**config.mk**
```make
export PLATFORM = sky130hd
export DESIGN_NAME = pciv_front
export DESIGN_NICKNAME = d
export VERILOG_FILES = /design/src/hw/rtl/pciv_pkg.sv /design/src/hw/rtl/pciv_front.sv
export SDC_FILE = /design/constraint.sdc
export NUM_CORES = 1
export LEC_CHECK = 0
export ABC_AREA = 1
export BUFFER_PORTS_ARGS = -buffer_cell sky130_fd_sc_hd__buf_2
export CORE_MARGIN = 3
export CORE_UTILIZATION = 25
export DETAILED_ROUTE_END_ITERATION = 6
export PLACE_DENSITY = 0.5
export SLEW_MARGIN = 20
export SYNTH_ARGS = -nofsm -noshare
export SYNTH_HDL_FRONTEND = slang
export SYNTH_SLANG_ARGS = --single-unit
export TNS_END_PERCENT = 1
```
**constraint.sdc**
```tcl
create_clock -name clk -period 11.7 [get_ports clk]
set_clock_uncertainty 0.05 [all_clocks]
set_input_delay 2.34 -clock clk [delete_from_list [all_inputs] [get_ports clk]]
set_output_delay 2.34 -clock clk [all_outputs]
set_load 0.05 [all_outputs]
```
**src/hw/rtl/pciv_pkg.sv**
```systemverilog
// Shared types and constants for the convex volume point tester.
package pciv_pkg;

	localparam int COORD_BITS = 16;
	localparam int MAX_FACES  = 64;
	localparam int IDX_BITS   = 6;
	localparam int CNT_BITS   = 7;
	localparam int EDGE_BITS  = COORD_BITS + 1;
	localparam int CROSS_BITS = 2 * EDGE_BITS;
	localparam int NORM_BITS  = CROSS_BITS + 1;
	localparam int PROD_BITS  = NORM_BITS + EDGE_BITS;
	localparam int DOT_BITS   = PROD_BITS + 2;
	localparam int QUEUE_DEPTH = 2;

	typedef enum logic [1:0] {
		CMD_CLEAR = 2'd0,
		CMD_LOAD  = 2'd1,
		CMD_QUERY = 2'd2,
		CMD_NONE  = 2'd3
	} cmd_t;

	typedef struct packed {
		cmd_t                         command;
		logic signed [COORD_BITS-1:0] vertex_a_x;
		logic signed [COORD_BITS-1:0] vertex_a_y;
		logic signed [COORD_BITS-1:0] vertex_a_z;
		logic signed [COORD_BITS-1:0] vertex_b_x;
		logic signed [COORD_BITS-1:0] vertex_b_y;
		logic signed [COORD_BITS-1:0] vertex_b_z;
		logic signed [COORD_BITS-1:0] vertex_c_x;
		logic signed [COORD_BITS-1:0] vertex_c_y;
		logic signed [COORD_BITS-1:0] vertex_c_z;
	} request_t;

	typedef struct packed {
		logic                inside_res;
		logic                table_full;
		logic [CNT_BITS-1:0] faces_loaded;
	} result_t;

	typedef struct packed {
		logic signed [COORD_BITS-1:0] pt_x;
		logic signed [COORD_BITS-1:0] pt_y;
		logic signed [COORD_BITS-1:0] pt_z;
		logic signed [NORM_BITS-1:0]  n_x;
		logic signed [NORM_BITS-1:0]  n_y;
		logic signed [NORM_BITS-1:0]  n_z;
	} face_t;

	// handshake between queue and execution side
	typedef struct packed {
		logic     avail;
		request_t item;
	} queue_head_t;

	typedef enum logic [2:0] {
		BK_IDLE,
		BK_EXEC,
		BK_LOAD_WR,
		BK_QUERY,
		BK_REPLY
	} back_state_t;

endpackage

```
**src/hw/rtl/pciv_front.sv**
```systemverilog
// Front side: accepts items into a short queue ahead of execution.
module pciv_front (
	input  logic                  clk,
	input  logic                  arst_n,
	input  logic                  start,
	input  pciv_pkg::request_t    request,
	output logic                  busy,
	output pciv_pkg::queue_head_t head,
	input  logic                  pop
);
	pciv_pkg::request_t slot_q [pciv_pkg::QUEUE_DEPTH];
	logic       wr_ptr_q;
	logic       rd_ptr_q;
	logic [1:0] count_q;
	logic       push;

	assign busy = (count_q == 2'(pciv_pkg::QUEUE_DEPTH));
	assign push = start && !busy;
	assign head.avail = (count_q != 2'd0);
	assign head.item  = slot_q[rd_ptr_q];

	always_ff @(posedge clk) begin
		if (push) begin
			slot_q[wr_ptr_q] <= request;
		end
	end

	always_ff @(posedge clk or negedge arst_n) begin
		if (!arst_n) begin
			wr_ptr_q <= 1'b0;
			rd_ptr_q <= 1'b0;
			count_q  <= 2'd0;
		end else begin
			if (push) begin
				wr_ptr_q <= ~wr_ptr_q;
			end
			if (pop) begin
				rd_ptr_q <= ~rd_ptr_q;
			end
			if (push && !pop) begin
				count_q <= count_q + 2'd1;
			end else if (pop && !push) begin
				count_q <= count_q - 2'd1;
			end
		end
	end
endmodule

```
# Yosys cells after proc, flatten, opt, wreduce, memory -nomap -nowiden
# Memory sizes are Yosys's and may differ from the RTL's.
# Cells that the tools add are included.
# totals
output_inout_bits	148
ramBits	292
word_cells	21
n_memories	1
regBits	4
in_bits	150
# op_classes
n_eq_ne	1
bitwise_logic	2
n_mux	4
n_addsub	2
n_reduce_logical	8
# mem_list
memory	depth	word_bits	read_ports	rd_clocked_by_memory_dff	wr	line	text
slot_q	2	146	1	0	1	pciv_front.sv:11	pciv_pkg::request_t slot_q [pciv_pkg::QUEUE_DEPTH];
# ops
cell	n
2-bit two-way mux	2
2-bit nonzero test	2
1-bit logical AND	3
1-bit zero test	3
2-bit by 1-bit adder with 2-bit output, second input constant	1
2-bit equality test, second input constant	1
1-bit two-way mux	2
1-bit NOT	2
2-bit by 1-bit subtractor with 2-bit output, second input constant	1

# Depth between registers and ports, before layout
# Gate-level depths: netlist of the first run.
# depth
depth_word	7
ltp_mapped	9
mapped_depth_nobuf	9

# Worst setup path after synthesis of the first run
# Ideal clock, no wire load.
# synth_path
path_type	input to register
from	input start
to	memory slot_q[1][0] (netlist name), enable pin
setup_slack_ps	2491
t_required_ps	10997
arrival_ps	8506
cell_stages	2
n_path_buf	0
setup_time_ps	653
cell_sequence	o21ai_0 > nor2_1
# synth_via
elab_chain_len	3
# synth_lines
element	line	text
start, declared	pciv_front.sv:5	input logic start,
1-bit logical AND	pciv_front.sv:18	assign push = start && !busy;
1-bit two-way mux	pciv_front.sv:23	if (push) begin
1-bit two-way mux (not written as such)	pciv_front.sv:24	slot_q[wr_ptr_q] <= request;
end, declared	pciv_front.sv:11	
# No other way between the ends.

==> results of run 1 <==
stage by stage:
| stage | setup WS (ps) | power [W] |
|---|---|---|
| finish | 6560 | 0.00419 |
| global placement | 6800 | 0.00323 |
| detailed placement | 7000 | 0.00324 |
| global route | 6370 | 0.00439 |
| floorplan | 2490 | 0.00290 |
| CTS | 6430 | 0.00428 |
placed cells by master (no fill, tap or decap):
| master | Yosys | layout |
|---|---|---|
| clkbuf_8 | 0 | 2 |
| nand4_1 | 1 | 1 |
| dfrtp_1 | 4 | 3 |
| clkinv_4 | 0 | 1 |
| inv_1 | 8 | 7 |
| buf_4 | 0 | 6 |
| ha_1 | 1 | 1 |
| buf_2 | 1 | 297 |
| nand2_1 | 8 | 8 |
| nor2_4 | 0 | 1 |
| o21ai_0 | 1 | 1 |
| nor2_1 | 3 | 2 |
| clkinv_1 | 0 | 8 |
| clkinv_2 | 0 | 1 |
| clkbuf_1 | 0 | 11 |
| clkbuf_16 | 0 | 37 |
| nand3_1 | 1 | 1 |
| bufinv_16 | 0 | 1 |
| inv_6 | 0 | 1 |
| mux2_2 | 146 | 146 |
| edfxtp_1 | 292 | 292 |
| buf_12 | 0 | 1 |
| xor2_1 | 1 | 1 |
| xnor2_1 | 1 | 1 |
| dfrtp_4 | 0 | 1 |
| diode_2 | 0 | 1 |
worst register-to-register path, stage by stage (launching register included):
cell	delay, ps
dfrtp_1	380
inv_1	110
o21ai_0	160
nor2_4	430
buf_12	250
buf_4	630
layout make-up:
cell class                      instances  area [µm²]
Clock inverter                         11        73.8
Antenna cell                            1        2.50
Inverter                                8        35.0
Timing Repair Buffer                  304        1550
Fill cell                            4134       28300
Clock buffer                           50         995
Multi-Input combinational cell        163        1740
Tap cell                              577         722
Sequential cell                       296        8870
logic make-up after synthesis:
| group | Yosys count | synth area share |
|---|---|---|
| DFF | 296 | 0.821 |
| muxes | 146 | 0.152 |
| buffers and inverters | 24 | 0.0189 |
| and+or+nand+nor | 13 | 0.00486 |
| xor gates and xnor gates | 2 | 0.00162 |
| AOI/OAI and AO/OA | 1 | 0.000463 |
| adders and majority gates | 1 | 0.00116 |
routing by layer:
metal,wire length [µm],global-route usage,up-vias
li1,-,-,2569
met1,9190,0.114,2728
met2,11000,0.157,193
met3,2470,0.0467,50
met4,689,0.0444,8
met5,35,0,-
state kept, by name, indices dropped and copies added (netlist names):
| signal | flops |
|---|---|
| count_q | 2 |
| rd_ptr_q | 1 |
| slot_q | 292 |
| wr_ptr_q | 1 |
worst max-delay path by stage:
| stage | end | slack (ps) | depth (start not counted) |
|---|---|---|---|
| after global routing | head[9] | 6370 | 3 |
| after CTS | head[9] | 6430 | 3 |
| after floorplan | slot_q[1][0] | 2490 | 2 |
| after global placement | slot_q[1][43] | 6800 | 4 |
| final | head[9] | 6560 | 3 |
| after detailed placement | head[9] | 7000 | 3 |
where the power goes:
part	leakage, nW	switching [W]	total, W	internal [W]
Clock	0.518	0.000395	0.00100	0.000609
Sequential	2.76	0.0000643	0.00151	0.00145
Combinational	1.87	0.00124	0.00167	0.000427
==> results by group, run 1 <==
Synthesis
  • Syn Nets: 634
  • Yosys top cell area share: 0.812
  • Register area share after synthesis: 0.821
  • Yosys cell types: 14
  • Yosys top cell by area: edfxtp_1
  • Post-synth top cells: edfxtp_1 (292), mux2_2 (146), buf_6 (15), inv_1 (8), nand2_1 (8)
  • Post-synth top flop: edfxtp_1
  • Async SR Flop Fraction: 0.0135
  • #FFs+latches synth: a little under 300
  • Synthesized area per cell: roughly 22 µm²
  • Cells after Synth: between 400 and 500
  • EDFF count, synth: roughly 290
  • Largest cells by area after synthesis: edfxtp_1 (81%), mux2_2 (15%), buf_6 (1.6%), dfrtp_1 (0.93%), inv_1 (0.28%)
  • Yosys warns: 0
  • Most common cell in the netlist: edfxtp_1
  • Post-Syn Area: approximately 11000 µm²

Detailed routing
  • Initial DRC count: 168
  • Initial DRT Pass Iterations: 4
  • Post-route ant nets: 0
  • WL final: 23400 µm
  • Via count: 5548
  • Vias per inst: just under 4
  • DRC viols: 0
  • Wire per inst: roughly 17 µm

Global route
  • Global route overflow: 0
  • Gr usage total: 0.0989
  • Largest net degree at the start of global routing: 64
  • First-pass GRT wire length: ~34000 µm
  • Initial antenna violation count: 4
  • Vias in the first global route: about 6000

Floorplanning
  • Core area: between 40000 and 50000 µm²
  • Die Width: between 200 and 250 µm
  • FP Rows: 75
  • Die height: approximately 210 µm
  • Initial Util: 0.255
  • Die Footprint: approximately 46000 µm²
  • # IOs: 298

Clock network
  • CTS Root Cell: clkbuf_16
  • Longest Clk Path Bufs: 3
  • Number of gates resized after cts: 0
  • Worst-skew pair later-pin latency: 510 ps
  • H-tree Lvls: 2
  • Total clock sinks: around 300
  • TritonCTS clock tree: built
  • Clock Pin Slew Worst Setup and Hold Paths: 50 ps
  • TritonCTS Buffers: 34
  • Hold_buf cts: 0
  • Post-CTS Setup Inserts: 0

Setup path
  • Type of origin of the critical path: register
  • Critical path endpoint category: output port
  • Worst Path Buf+Inv: 2
  • Reg2Reg Setup Slack: a little over 9000 ps
  • Worst path slowest cell: buf_4
  • Critical Path Fanout Max: 63
  • Critical Path AT: between 2000 and 3000 ps
  • Slowest stage delay, CP: roughly 780 ps
  • Worst Setup SP: rd_ptr_q
  • Required time worst endpoint: slightly above 9000 ps
  • Worst r2r dst: slot_q[1][122]
  • Crit-path leading delay family: buffers and inverters
  • CP cell instances: buf_4 -> mux2_2 -> buf_2
  • R2R depth: 5
  • WS Path Type: register to output port
  • RR Startpoint: count_q[1]

STA
  • F_max: between 0.15 and 0.2 GHz
  • Final hold vios: 0
  • Unrepaired setup endpoints after global routing: no
  • Setup tns final: 0 ps
  • Final setup violating endpoints: 0
  • Final period utilization: 0.440
  • Tmin final: between 5000 and 6000 ps
  • Rel. slew slack: 0.379
  • Actual slew at the worst max-slew pin: between 900 and 1000 ps
  • Hold slack final: 438 ps
  • Max Slew Vio Count: 0

Pwr
  • Pleak: about 5.1 nW
  • Peak supply drop: approximately 0.15 mV
  • Pwr Density: roughly 300 nW/µm²

Run
  • Number of max-cap violations: 0

Min path
  • Hold Path Sink: count_q[1]
  • Hold Startpoint: count_q[1]
  • Worst hold path stage count: 2
  • Hold WC Path Type: register to register

Cells and area
  • Final Core Density: 0.331
  • Share of post-route cells with drive strength above 1: 0.595
  • Cell Count, Final, Fillers Out: between 1000 and 1500
  • Design Area, Final: approximately 14000 µm²
  • Fin nets: between 900 and 1000
  • Area Overhead vs Synth: 29.5%

Placed design
  • Final HPWL DP: 15000 µm
  • Final GP Congestion: slightly below 0.7
  • Port Buffers: approximately 300
  • Placed Instances: approximately 1300
  • Cell Area, Placed: 12900 µm²

Outcome
  • Status: completed
No activity file was read; power rests on OpenSTA's default activity.
==> inputs of run 2 (changes only) <==
--- a/config.mk
+++ b/config.mk
@@ -10,7 +10,7 @@
 export CORE_MARGIN = 3
 export CORE_UTILIZATION = 25
 export DETAILED_ROUTE_END_ITERATION = 6
-export PLACE_DENSITY = 0.5
+export PLACE_DENSITY = 0.52
 export SLEW_MARGIN = 20
 export SYNTH_ARGS = -nofsm -noshare
 export SYNTH_HDL_FRONTEND = slang
==> constraint.sdc (replaced) <==
create_clock -name clk -period 4.25 [get_ports clk]
set_clock_uncertainty 0.05 [all_clocks]
set_input_delay 0.85 -clock clk [delete_from_list [all_inputs] [get_ports clk]]
set_output_delay 0.85 -clock clk [all_outputs]
set_load 0.05 [all_outputs]
==> run 2 against run 1 <==
Net effect:
- via count barely moved
- worst hold slack got worse by 360 ps
- global-route usage fell by 0.11 points
- setup slack got worse by 5300 ps
- sequential share of layout area fell by 0.16 points
- die area did not move
- final cell count barely moved
- sequential cell count did not move
- cell area rose by 0.25%
- sequential power rose to 2.7 times the previous value
- clock power rose to 2.7 times the previous value
- largest cell class unchanged
==> results by group, run 2 (same netlist as run 1, synthesis figures left out) <==
STA
  • Tmin final: roughly 3000 ps
  • F_max: 0.335 GHz
  • Unrepaired setup endpoints after global routing: no (unchanged)
  • Rel. slew slack: 0.548 (was 0.379)
  • Final setup violating endpoints: 0 (unchanged)
  • Final period utilization: 0.703
  • Final hold vios: 0 (unchanged)
  • Max Slew Vio Count: 0 (unchanged)
  • Actual slew at the worst max-slew pin: 677 ps (was 932 ps)
  • Final WS setup: 1260 ps (was 6560 ps)

Clock network
  • Hold_buf cts: 0 (unchanged)
  • Worst-skew pair later-pin latency: 520 ps (was 510 ps)
  • Total clock sinks: 296 (unchanged)
  • Clock Pin Slew Worst Setup and Hold Paths: 50 ps (about the same)
  • Longest Clk Path Bufs: 3 (unchanged)
  • TritonCTS clock tree: built (unchanged)
  • H-tree Lvls: 2 (unchanged)
  • Number of gates resized after cts: 0 (unchanged)
  • TritonCTS Buffers: 34 (unchanged)
  • CTS Root Cell: clkbuf_16 (unchanged)
  • Post-CTS Setup Inserts: 0 (unchanged)

Setup path
  • CP cell instances: buf_12 -> mux2_2 -> buf_2 (was buf_4 -> mux2_2 -> buf_2)
  • Worst Path Buf+Inv: 2 (unchanged)
  • Reg2Reg Setup Slack: 2080 ps (was 9230 ps)
  • Worst r2r dst: slot_q[0][5] (was slot_q[1][122])
  • Critical path endpoint category: output port (unchanged)
  • Critical Path AT: 2090 ps (was 2750 ps)
  • Setup crit end: head[69] (was head[9])
  • Worst path slowest cell: dfrtp_4 (was buf_4)
  • WS Path Type: register to output port (unchanged)
  • Worst Setup SP: rd_ptr_q (unchanged)
  • Type of origin of the critical path: register (unchanged)
  • Critical Path Stages: 3 (unchanged)
  • Crit-path leading delay family: buffers and inverters (unchanged)
  • Slowest stage delay, CP: 440 ps (was 780 ps)
  • RR Startpoint: count_q[1] (unchanged)
  • R2R depth: 6 (was 5)
  • Required time worst endpoint: 3350 ps (was 9310 ps)
  • Critical Path Fanout Max: 77 (was 63)

Global route
  • Vias in the first global route: 6039 (was 5872)
  • Global route overflow: 0 (unchanged)
  • Largest net degree at the start of global routing: 78 (was 64)
  • Gr usage total: 0.0979 (was 0.0989)
  • First-pass GRT wire length: 33800 µm (was 34300 µm)
  • Initial antenna violation count: 4 (unchanged)

Detailed routing
  • Vias per inst: 3.93 (about the same)
  • DRC viols: 0 (unchanged)
  • Via count: 5543 (was 5548)
  • Initial DRC count: 203 (was 168)
  • WL final: 23200 µm (was 23400 µm)
  • Post-route ant nets: 0 (unchanged)
  • Initial DRT Pass Iterations: 4 (unchanged)
  • Wire per inst: 16.5 µm (was 16.6 µm)

Floorplanning
  • FP Rows: 75 (unchanged)
  • Die Width: 214 µm (unchanged)
  • Core area: 42300 µm² (unchanged)
  • Die Footprint: 45700 µm² (unchanged)
  • # IOs: 298 (unchanged)
  • Die height: 214 µm (unchanged)
  • Initial Util: 0.255 (unchanged)

Cells and area
  • Area of the multi-input gates: 1740 µm² (unchanged)
  • Cell Count, Final, Fillers Out: 1409 (was 1410)
  • Filler cells: 4116 (was 4134)
  • Biggest regs: slot_q (292), count_q (2) (unchanged)
  • Share of post-route cells with drive strength above 1: 0.595 (about the same)
  • Most frequent cells in the layout: buf_2 (297), edfxtp_1 (292), mux2_2 (146) (unchanged)
  • Most common cell after layout, fill and taps aside: buf_2 (unchanged)
  • Fin nets: 958 (unchanged)
  • Largest register FFs: 292 (unchanged)
  • Storage cell area: 8870 µm² (unchanged)
  • Design Area, Final: 14000 µm² (about the same)
  • Largest Register: slot_q (unchanged)
  • Final Core Density: 0.331 (about the same)
  • Area Overhead vs Synth: 29.8% (was 29.5%)

Placed design
  • Cell Area, Placed: 13000 µm² (was 12900 µm²)
  • Port Buffers: 297 (unchanged)
  • Final HPWL DP: 15000 µm (about the same)
  • Final GP Congestion: 0.682 (was 0.683)
  • Placed Instances: 1348 (unchanged)
  • Post-Place Worst Slack: 1600 ps (was 7000 ps)

Pwr
  • P_sw: 0.00468 W (was 0.00170 W)
  • Cell internal pwr: 0.00684 W (was 0.00248 W)
  • Sequential Power Share: 0.356 (was 0.361)
  • Pleak: 5.15 nW (about the same)
  • Peak supply drop: 0.397 mV (was 0.152 mV)
  • Pwr Density: 822 nW/µm² (was 299 nW/µm²)
  • Sw Ratio: 0.406 (was 0.407)
  • Share of total power in the clock network: 0.237 (was 0.240)
  • Comb pwr share: 0.407 (was 0.399)

Outcome
  • Status: completed (unchanged)

Run
  • Number of max-cap violations: 0 (unchanged)

Min path
  • Hold WC Path Type: primary input to async pin (was register to register)
## run 2: final cells by class
class | count | share of cell area
inverter | 8 | 0.00250
multi-input combinational | 163 | 0.124
timing repair buffer | 304 | 0.115
tap | 577 | 0.0515
antenna | 2 | 0.000357
sequential | 296 | 0.633
clock buffer | 49 | 0.0692
clock inverter | 10 | 0.00482
## run 2: worst reg2reg max path, cell delays in order (launching register included)
cell and delay (ps):
dfrtp_1 370, inv_1 120, nor2_1 70, nor2_1 150, nand2_1 150, inv_6 510, buf_4 430
## run 2: worst min-delay path by stage
stage                 end  startpoint  depth (start not counted)
2_1_floorplan  count_q[1]  count_q[1]                          2
5_1_grt          wr_ptr_q      arst_n                          1
3_3_place_gp   count_q[1]  count_q[1]                          2
4_1_cts          wr_ptr_q      arst_n                          1
6_report         wr_ptr_q      arst_n                          1
3_5_place_dp     wr_ptr_q    wr_ptr_q                          2
## run 2: through the flow
stage | setup TNS [ps] | total power (W) | hold WS (ps)
after detailed placement | 0 | 0.00897 | 417
after global placement | 0 | 0.00894 | 411
after CTS | 0 | 0.0118 | 24.9
after global routing | 0 | 0.0121 | 42.3
final | 0 | 0.0115 | 76.1
after floorplan | -31280 | 0.00794 | 392
## run 2: metal layers
| metal | vias to the layer above | part of all wire | global-route usage |
|---|---|---|---|
| met2 | 191 | 0.49 | 0.167 |
| met5 | - | 0.0015 | 0 |
| li1 | 2567 | - | - |
| met3 | 44 | 0.11 | 0.0483 |
| met4 | 4 | 0.028 | 0.0433 |
| met1 | 2737 | 0.37 | 0.102 |
## run 2: power by group through the flow
stage	clock network (W)	registers, W	logic (W)
global route	0.00295	0.00416	0.00497
detailed placement	0	0.00417	0.00481
global placement	0	0.00414	0.00481
floorplan	0	0.00419	0.00375
finish	0.00273	0.00410	0.00470
CTS	0.00285	0.00411	0.00482
